### src/hw/rtl/tdgl_pkg.sv
// ----------------------------------------------------------------------------
// tdgl_pkg: shared types and constants for the distance grid lookup
// Grid geometry, fixed-point widths, sequencer states and axis record.
// ----------------------------------------------------------------------------
package tdgl_pkg;

  localparam int unsigned GRID_SIDE   = 32;
  localparam int unsigned ADDR_W      = 15;
  localparam int unsigned DATA_W      = 32;
  localparam int unsigned POS_W       = 24;
  localparam int unsigned FRAC_W      = 16;
  localparam int unsigned CW          = $clog2(GRID_SIDE);
  localparam int unsigned SW          = POS_W + CW + 1;
  localparam int unsigned CIW         = SW - FRAC_W;
  localparam int unsigned WW          = FRAC_W + 1;
  localparam int unsigned PW          = DATA_W + 2;
  localparam int unsigned VW          = 40;
  localparam int unsigned PRW         = VW + 1 + WW;
  localparam int unsigned NUM_CORNERS = 8;
  localparam int unsigned QCW         = $clog2(NUM_CORNERS + 1);
  localparam int          ONE_Q16     = 1 << FRAC_W;
  localparam int          HALF_Q16    = ONE_Q16 / 2;
  localparam int          MILLI_Q16   = 66;
  localparam int          PEN_OFS     = (GRID_SIDE - 1) * ONE_Q16 - MILLI_Q16;

  typedef enum logic {
    KIND_WRITE = 1'b0,
    KIND_QUERY = 1'b1
  } tdgl_kind_t;

  typedef enum logic [2:0] {
    ST_CLEAR,
    ST_IDLE,
    ST_PREP,
    ST_PEN,
    ST_READ,
    ST_MUL,
    ST_ADD,
    ST_DONE
  } tdgl_state_t;

  typedef struct packed {
    logic signed [WW-1:0] w;
    logic [CW-1:0]        cidx;
    logic                 interior;
    logic signed [PW-1:0] pen;
  } tdgl_axis_t;

endpackage

### src/hw/rtl/tdgl_axis_prep.sv
// ----------------------------------------------------------------------------
// tdgl_axis_prep: per-axis coordinate split
// Scale by grid side, truncate toward zero, form fraction, range and penalty.
// ----------------------------------------------------------------------------
module tdgl_axis_prep (
  input  logic signed [tdgl_pkg::POS_W-1:0] pos,
  output tdgl_pkg::tdgl_axis_t              info
);
  import tdgl_pkg::*;

  localparam logic signed [CIW-1:0] SIDE_C = CIW'(GRID_SIDE);

  logic signed [SW-1:0]  s;
  logic signed [SW-1:0]  s_adj;
  logic signed [SW-1:0]  diff;
  logic signed [CIW-1:0] c;
  logic                  below;
  logic                  above;

  always_comb begin
    s     = SW'(pos) * $signed(SW'(GRID_SIDE));
    s_adj = s[SW-1] ? (s + $signed(SW'(ONE_Q16 - 1))) : s;
    c     = CIW'(s_adj >>> FRAC_W);
    diff  = s - (SW'(c) <<< FRAC_W);
    below = c[CIW-1];
    above = !below && (c >= SIDE_C);

    info.w        = diff[WW-1:0];
    info.cidx     = c[CW-1:0];
    info.interior = !below && (c < SIDE_C - CIW'(1));
    if (below) begin
      info.pen = -PW'(s);
    end else if (above) begin
      info.pen = PW'(s) - $signed(PW'(PEN_OFS));
    end else begin
      info.pen = '0;
    end
  end

endmodule

### config.mk
export PLATFORM = sky130hd
export DESIGN_NAME = tdgl_axis_prep
export DESIGN_NICKNAME = d
export VERILOG_FILES = /design/src/hw/rtl/tdgl_pkg.sv /design/src/hw/rtl/tdgl_axis_prep.sv
export SDC_FILE = /design/constraint.sdc
export NUM_CORES = 1
export LEC_CHECK = 0
export ABC_AREA = 0
export BUFFER_PORTS_ARGS = -buffer_cell sky130_fd_sc_hd__buf_2
export CAP_MARGIN = 20
export CORE_MARGIN = 2
export CORE_UTILIZATION = 49
export DETAILED_ROUTE_END_ITERATION = 16
export PLACE_DENSITY = 0.89
export SETUP_SLACK_MARGIN = 0.4
export SLEW_MARGIN = 20
export SYNTH_ARGS = -nofsm -noshare
export SYNTH_HDL_FRONTEND = slang
export SYNTH_SLANG_ARGS = --single-unit
### constraint.sdc
create_clock -name vclk -period 3.29
set_clock_uncertainty 0.15 [all_clocks]
set_input_delay 0.329 -clock vclk [all_inputs]
set_output_delay 0.329 -clock vclk [all_outputs]
set_load 0.05 [all_outputs]
==> metrics <==
Ant. Diodes 0; standard-cell rows 20; die area 3810 sq um; synthesized-area fraction occupied by adder cells 0.0383; grt ovf 0; DR vias around 2,700; Hold Path Stages 2; Post-Synth Simple-Gate Area 0.410; most common cell after layout, fill and taps aside buf_4; worst slack, placed -0.0712 ns; post-synth top area cell buf_4; Worst setup EP type output pin; IO Pins 81; vias per inst 6.91; Final nets roughly 380; remaining antenna violation count 0; leak pwr 1.19 nW; final setup vio count 0; Syn Area/Cell around 6.3 sq um; WL/cell 22.1 microns; critical path launch point type input pin; Iter 0 DRT Violations about 340; Final min period 3.05 ns; status finished, final reports clean; share of cells above drive strength 1 0.563; crit path setup slack, layout 0.240 ns; aggregate global-route resource usage 0.297; critical path arrival 2.57 ns; combinational fraction of design power 1.000; CTS Hold Bufs 0; worst hold slack 0.830 ns; share of the synthesized area in the top cell type 0.101; DRT Wirelength a little under 9000 microns; DRT Pass-1 Iters 5; register area share after synthesis 0; critical path required time 2.81 ns; Yosys cell types just under 60; detailed-placement wirelength estimate a little under 4000 microns; Final Util 0.901; initial core utilization 0.526; dominant cells by area after synthesis buf_4, nor2_1, a21oi_1; maximum fanout along the worst path 6; MaxCap Viol Count 0; Post-Synth XOR/XNOR Area 0.0644; largest family of logic cells by synthesized area simple AND/OR/NAND/NOR gates; Final Hold Vio Count 0; Ys Warns 0; largest net degree at the start of global routing 14; mapped cell area between 1500 and 2000 sq um; first-pass GRT wire length 8860 microns; initial antenna violation count 0; Placer Congestion 0.899; CLK BUF 0; Die H a little over 60 microns; sequential power share 0; Synth Area in Compound Gates 0.293; Seq cells 0; post-synthesis cell count 260; Power Dens Cells 185 nW/um^2; vias in the first global route 1,924; Hold Crit Class input pin to output pin; Tcrit/Tclk final 0.927; FILL cells 162; multiplexer share of the synthesized area 0.00690; residual DRC count 0; Final Max Slew Viols 0; most frequent cells in the layout buf_4, buf_2, nor2_1, buf_6, a21oi_1; P_sw between 300 and 400 uW; Sequential Area 0 sq um; RSZ-0062 raised after global routing yes; Die W 61.7 microns; # port buffers 72; Syn-to-layout area delta 71.2%; sw frac 0.692; Pint 159 uW; CP Class input pin to output pin; clock share of power 0; maximum vdd drop 0.000185 V; core area 3100 sq um; fmax 328 MHz
[final timing paths]
path | start | end
max | pos[1] | info[15]
min | pos[1] | info[46]
[kinds of logic after synthesis]
logic type	count (synthesis)
AND/OR/NAND/NOR	118
AO/OA/AOI/OAI	75
buffers and inverters	48
XOR/XNOR	12
adder cells (fa/ha/maj)	5
multiplexers	1
other	1
[routing by layer]
layer / share of wire / global-route usage / vias up
li1: - / - / 1111
met1: 0.35 / 0.393 / 1218
met2: 0.47 / 0.513 / 290
met3: 0.11 / 0.0207 / 105
met4: 0.072 / 0.0973 / 0
met5: 0 / 0 / -
[cells in the mapped netlist (all sizes together) (4+ instances only)]
cell	count
nand4	4
o21ai	16
a31oi	10
nor3	11
nor4	5
nand2	14
xor2	9
a21oi	22
or3	5
ha	5
nand3	12
inv	9
or4	4
and3	6
buf	30
clkbuf	9
a22oi	5
nor2	42
[cell type report]
type / instances / area (sq um) / share of cell area
tap: 44 / 55.1 / 0.0197
inverter: 9 / 38.8 / 0.0139
multi-input combinational: 222 / 1760 / 0.630
timing repair buffer: 119 / 941 / 0.337
[power by group through the flow]
stage / combinational [mW] / clock, mW / sequential (mW)
3_3_place_gp: 0.398 / 0 / 0
6_report: 0.517 / 0 / 0
2_1_floorplan: 0.329 / 0 / 0
3_5_place_dp: 0.403 / 0 / 0
4_1_cts: 0.428 / 0 / 0
5_1_grt: 0.535 / 0 / 0
[through the flow]
step	cells	area, sq um	setup TNS [ns]	power, mW
2_1_floorplan	268	1770	0	0.329
3_3_place_gp	360	2030	0	0.398
3_5_place_dp	360	2030	-0.102	0.403
4_1_cts	372	2280	0	0.428
5_1_grt	394	2800	0	0.535
6_report	394	2800	0	0.517
[critical path: stages]
cell and delay, ns:
buf_6 0.10, inv_4 0.06, ha_4 0.17, a211oi_4 0.27, nand4_1 0.23, nand3_2 0.17, xor2_2 0.20, buf_4 0.16
nand3_4 0.15, buf_8 0.20, buf_6 0.13, a21oi_1 0.15, a21oi_2 0.05, buf_4 0.19
[repair_timing]
| item | CTS | global route |
|---|---|---|
| pin swaps | 15 | 25 |
| cloned | 0 | 3 |
| gates resized for setup | 42 | 101 |
| endpoints found under the setup margin | 29 | 30 |
| setup buffers | 12 | 19 |
Power figures use the tool's default switching activity.
