$ cat src/hw/rtl/tdgl_pkg.sv
// ----------------------------------------------------------------------------
// tdgl_pkg: shared types and constants for the distance grid lookup
// Grid geometry, fixed-point widths, sequencer states and axis record.
// ----------------------------------------------------------------------------
package tdgl_pkg;

  localparam int unsigned GRID_SIDE   = 32;
  localparam int unsigned ADDR_W      = 15;
  localparam int unsigned DATA_W      = 32;
  localparam int unsigned POS_W       = 24;
  localparam int unsigned FRAC_W      = 16;
  localparam int unsigned CW          = $clog2(GRID_SIDE);
  localparam int unsigned SW          = POS_W + CW + 1;
  localparam int unsigned CIW         = SW - FRAC_W;
  localparam int unsigned WW          = FRAC_W + 1;
  localparam int unsigned PW          = DATA_W + 2;
  localparam int unsigned VW          = 40;
  localparam int unsigned PRW         = VW + 1 + WW;
  localparam int unsigned NUM_CORNERS = 8;
  localparam int unsigned QCW         = $clog2(NUM_CORNERS + 1);
  localparam int          ONE_Q16     = 1 << FRAC_W;
  localparam int          HALF_Q16    = ONE_Q16 / 2;
  localparam int          MILLI_Q16   = 66;
  localparam int          PEN_OFS     = (GRID_SIDE - 1) * ONE_Q16 - MILLI_Q16;

  typedef enum logic {
    KIND_WRITE = 1'b0,
    KIND_QUERY = 1'b1
  } tdgl_kind_t;

  typedef enum logic [2:0] {
    ST_CLEAR,
    ST_IDLE,
    ST_PREP,
    ST_PEN,
    ST_READ,
    ST_MUL,
    ST_ADD,
    ST_DONE
  } tdgl_state_t;

  typedef struct packed {
    logic signed [WW-1:0] w;
    logic [CW-1:0]        cidx;
    logic                 interior;
    logic signed [PW-1:0] pen;
  } tdgl_axis_t;

endpackage

$ cat src/hw/rtl/tdgl_lerp_unit.sv
// ----------------------------------------------------------------------------
// tdgl_lerp_unit: shared linear blend unit
// Registers (b - a) * w, then adds the rounded, floored product to a.
// ----------------------------------------------------------------------------
module tdgl_lerp_unit (
  input  logic                              clk,
  input  logic                              mul_en,
  input  logic signed [tdgl_pkg::VW-1:0]    a,
  input  logic signed [tdgl_pkg::VW-1:0]    b,
  input  logic signed [tdgl_pkg::WW-1:0]    w,
  output logic signed [tdgl_pkg::VW-1:0]    res
);
  import tdgl_pkg::*;

  logic signed [VW:0]    d;
  logic signed [PRW-1:0] prod_nxt;
  logic signed [PRW-1:0] prod_r;
  logic signed [PRW-1:0] rnd;

  always_comb begin
    d        = (VW+1)'(b) - (VW+1)'(a);
    prod_nxt = PRW'(d) * PRW'(w);
  end

  always_ff @(posedge clk) begin
    if (mul_en) begin
      prod_r <= prod_nxt;
    end
  end

  always_comb begin
    rnd = (prod_r + $signed(PRW'(HALF_Q16))) >>> FRAC_W;
    res = a + VW'(rnd);
  end

endmodule

$ cat config.mk
export PLATFORM = sky130hd
export DESIGN_NAME = tdgl_lerp_unit
export DESIGN_NICKNAME = d
export VERILOG_FILES = /design/src/hw/rtl/tdgl_pkg.sv /design/src/hw/rtl/tdgl_lerp_unit.sv
export SDC_FILE = /design/constraint.sdc
export NUM_CORES = 2
export LEC_CHECK = 0
export ABC_AREA = 0
export BUFFER_PORTS_ARGS = -buffer_cell sky130_fd_sc_hd__clkbuf_2
export CAP_MARGIN = 20
export CORE_MARGIN = 5
export CORE_UTILIZATION = 60
export CTS_CLUSTER_DIAMETER = 100
export DETAILED_ROUTE_END_ITERATION = 8
export MAX_ROUTING_LAYER = met4
export PLACE_DENSITY_LB_ADDON = 0.12
export REMOVE_ABC_BUFFERS = 1
export SLEW_MARGIN = 20
export SYNTH_ARGS = -nofsm -noshare
export SYNTH_HDL_FRONTEND = slang
export SYNTH_SLANG_ARGS = --single-unit
export TNS_END_PERCENT = 1
$ cat constraint.sdc
create_clock -name clk -period 13.75 [get_ports clk]
set_clock_uncertainty 0.1 [all_clocks]
set_input_delay 2.0625 -clock clk [delete_from_list [all_inputs] [get_ports clk]]
set_output_delay 2.0625 -clock clk [all_outputs]
set_load 0.1 [all_outputs]
==> results.md <==
Critical path:
- The element type at the critical path start is an input port.
- The arrival time at the worst endpoint is around 11 ns.
- In this design, the critical path's most frequently occurring cell is sky130_fd_sc_hd__fa_1.
- The slowest stage of the critical path belongs to the cell sky130_fd_sc_hd__o311a_1.
- By startpoint and endpoint, the worst setup path is classified as input port to register.
- The required time of the critical path is 13.71 ns.
- The endpoint class of the critical path is a register.
- The largest single stage delay on the critical path is 0.73 ns.
- The largest driver fanout on the critical path is 17.

Layout:
- In the layout the commonest cells are sky130_fd_sc_hd__inv_1, sky130_fd_sc_hd__fa_1, sky130_fd_sc_hd__nand2_1.
- The area growth from synthesis to layout is 5.27%.
- The register with the most flip-flops in the layout has 41 of them.
- The largest registers in the layout are prod_r x41.
- The layout cell share with drive strength beyond 1 is 0.0708.
- Leaving out fill and tap cells, the most frequent cell in the layout is sky130_fd_sc_hd__inv_1.
- Ranked by flip-flop count, first place goes to prod_r.
- The count of nets after finishing is 4268.
- After routing the design area is 30100 um^2.

Clocking:
- The number of buffers between clock root and the deepest sink is 2.
- The number of levels the H-tree was split into is 2.
- The root buffer cell is sky130_fd_sc_hd__clkbuf_16.
- The setup fix buffers added after clock tree synthesis is 0.
- CTS saw 41 sinks.
- Gates resized during post-CTS repair numbered 0.
- The CTS tree is built.
- After clock tree synthesis, the flow added hold-fix buffers numbering 0.
- The clock transition time at the flip-flop clock pins of the worst setup and hold paths is 0.07 ns.
- In this run, CTS created clock tree buffers numbering 5.

Timing:
- The maximum clock rate is about 0.09 GHz.
- The fraction of the cycle the final worst path needs is 0.806.
- The number of failing hold endpoints at the final stage is 0.
- The total setup violations reported at the end of the flow is 0.
- At the pin with the least slew margin, the transition time is 1.18 ns.
- Setup total negative slack on the finished layout was measured at 0 ns.
- The count of pins over their slew limit was 0.
- Setup repair after global routing left no endpoint under its margin.
- The final critical delay including setup and external delays is 11.08 ns.
- The tightest slew margin relative to the limit is 0.209.

Synth:
- The share of the synthesized area in the top cell type is 0.450.
- The distinct cell type count of the synthesized netlist is 86.
- For this run, the register share of the synthesized area comes to 0.0431.
- The average cell area after synthesis is 8.80 um^2.
- The fraction of synthesis flops using an asynchronous set or reset pin is 0.
- The number of warnings printed during yosys synthesis is 0.
- The post-synthesis instance total is 3251.
- The post-synthesis instance area is roughly 29000 um^2.
- Yosys attributes the largest share of cell area to sky130_fd_sc_hd__fa_1, sky130_fd_sc_hd__inv_1, sky130_fd_sc_hd__ha_1, sky130_fd_sc_hd__nand2_1, sky130_fd_sc_hd__and2_1.
- The count of flip-flops with a built-in enable after synthesis is 41.
- The predominant post-synthesis flop cell is sky130_fd_sc_hd__edfxtp_1.
- In this run, synthesis produced a sequential element count of 41.
- Summed over all instances, the cell type with the most area after synthesis is sky130_fd_sc_hd__fa_1.

Place:
- Routability-driven placement finished with a final weighted congestion of about 0.94.
- The cell area after placement is about 30000 um^2.
- The count of port buffers added during placement is approximately 140.
- Summed over all nets, the half-perimeter wirelength after detailed placement is 64600 um.

Drt:
- The first TritonRoute pass finished after 7 iterations.
- The detailed router finished its first iteration with approximately 1.3k violations.
- The via-per-instance ratio is 5.73.
- In this run the remaining antenna-violating nets after routing total 0.
- In the final routed layout, each cell accounts on average for 20.4 um.
- The final routed wirelength across all metal layers is 80400 um.
- The routed layout has 22.6k vias.
- In the routed design, unresolved DRC markers number 0.

Die:
- The initial utilization of the core area, before any placement, comes to 0.603.
- The floorplan core area is 47400 um^2.
- Pin placement for this block handled between 100 and 150 I/O pins.
- The die covers about 52000 um^2.
- The floorplan step set the die height to between 200 and 250 um.
- After floorplanning, the core was divided into 80 placement rows.
- From left edge to right edge, the die measures approximately 230 um.

Job:
- Max-cap violations in this run came to 0.

Status:
- The run finished with clean final reports.

Worst hold path:
- The worst min-delay path category is input port to register.

Global route:
- The via count of the first global-routing pass came to roughly 25k.
- The remaining global-route overflow is 0.
- The initial antenna violation count was 5.
- The all-layer global routing usage is 0.323.
- Entering global routing, the biggest net connects 43 pins.
- The first global-routing pass estimated 129000 um of wire.
==> cells in the mapped netlist, types with 34 or more instances <==
cell	instances
sky130_fd_sc_hd__inv_1	751
sky130_fd_sc_hd__fa_1	643
sky130_fd_sc_hd__nand2_1	429
sky130_fd_sc_hd__and2_1	247
sky130_fd_sc_hd__ha_1	206
sky130_fd_sc_hd__nor2_1	106
sky130_fd_sc_hd__a21oi_1	103
sky130_fd_sc_hd__xnor2_1	103
sky130_fd_sc_hd__clkbuf_1	99
sky130_fd_sc_hd__a21o_1	63
sky130_fd_sc_hd__o21ai_0	52
sky130_fd_sc_hd__nand3_1	50
sky130_fd_sc_hd__xor2_1	45
sky130_fd_sc_hd__edfxtp_1	41
sky130_fd_sc_hd__and3_1	34
==> logic make-up (layout without fill, tap and decap cells) <==
family,after synthesis,count (layout),synth area share
AOI/OAI and AO/OA,344,344,0.0830
xor gates and xnor gates,152,152,0.0476
adders and majority gates,849,849,0.540
buffers and inverters,871,941,0.116
DFF,41,41,0.0431
muxes,2,2,0.000700
other,0,5,0
and+or+nand+nor,992,992,0.169
==> worst paths after layout <==
check | cells past startpoint | end | slack (ns) | from
worst min-delay path | 1 | prod_r[18] | 2.38 | mul_en
worst max-delay path | 32 | prod_r[50] | 2.67 | a[0]
==> cell type report <==
class	count	area (um^2)
multi-input combinational	2339	24100
fill	4130	17300
inverter	751	2820
sequential	41	1230
timing repair buffer	182	1020
tap	615	769
clock buffer	5	125
clock inverter	3	28.8
antenna	5	12.5
==> per-stage QoR <==
step                hold WS, ns  utilization  setup slack, ns  std cells
floorplan                  2.08            -             3.20       3131
global placement           2.86        0.631             2.51       3928
detailed placement         2.86        0.631             2.41       3928
CTS                        2.56        0.634             2.70       3936
global route               2.43        0.634             2.15       3940
finish                     2.38        0.635             2.67       3941
==> critical path, delay by kind of cell <==
kind	cells	cell delay [ns]
AO/OA/AOI/OAI	15	4.19
XOR/XNOR	1	0.08
adder cells (fa/ha/maj)	9	4.00
buffers and inverters	4	0.24
AND/OR/NAND/NOR	3	0.42
==> layer usage <==
metal  up-vias  wire, um  GRT usage
met1     11500     29600      0.371
met4         0      3740      0.127
met2       866     42300      0.581
li1       9965         -          -
met3       250      4840     0.0360
met5         -         0          -
Power is not shown: default switching activity piles up to over one toggle a cycle in this logic, so the estimate is an artifact.
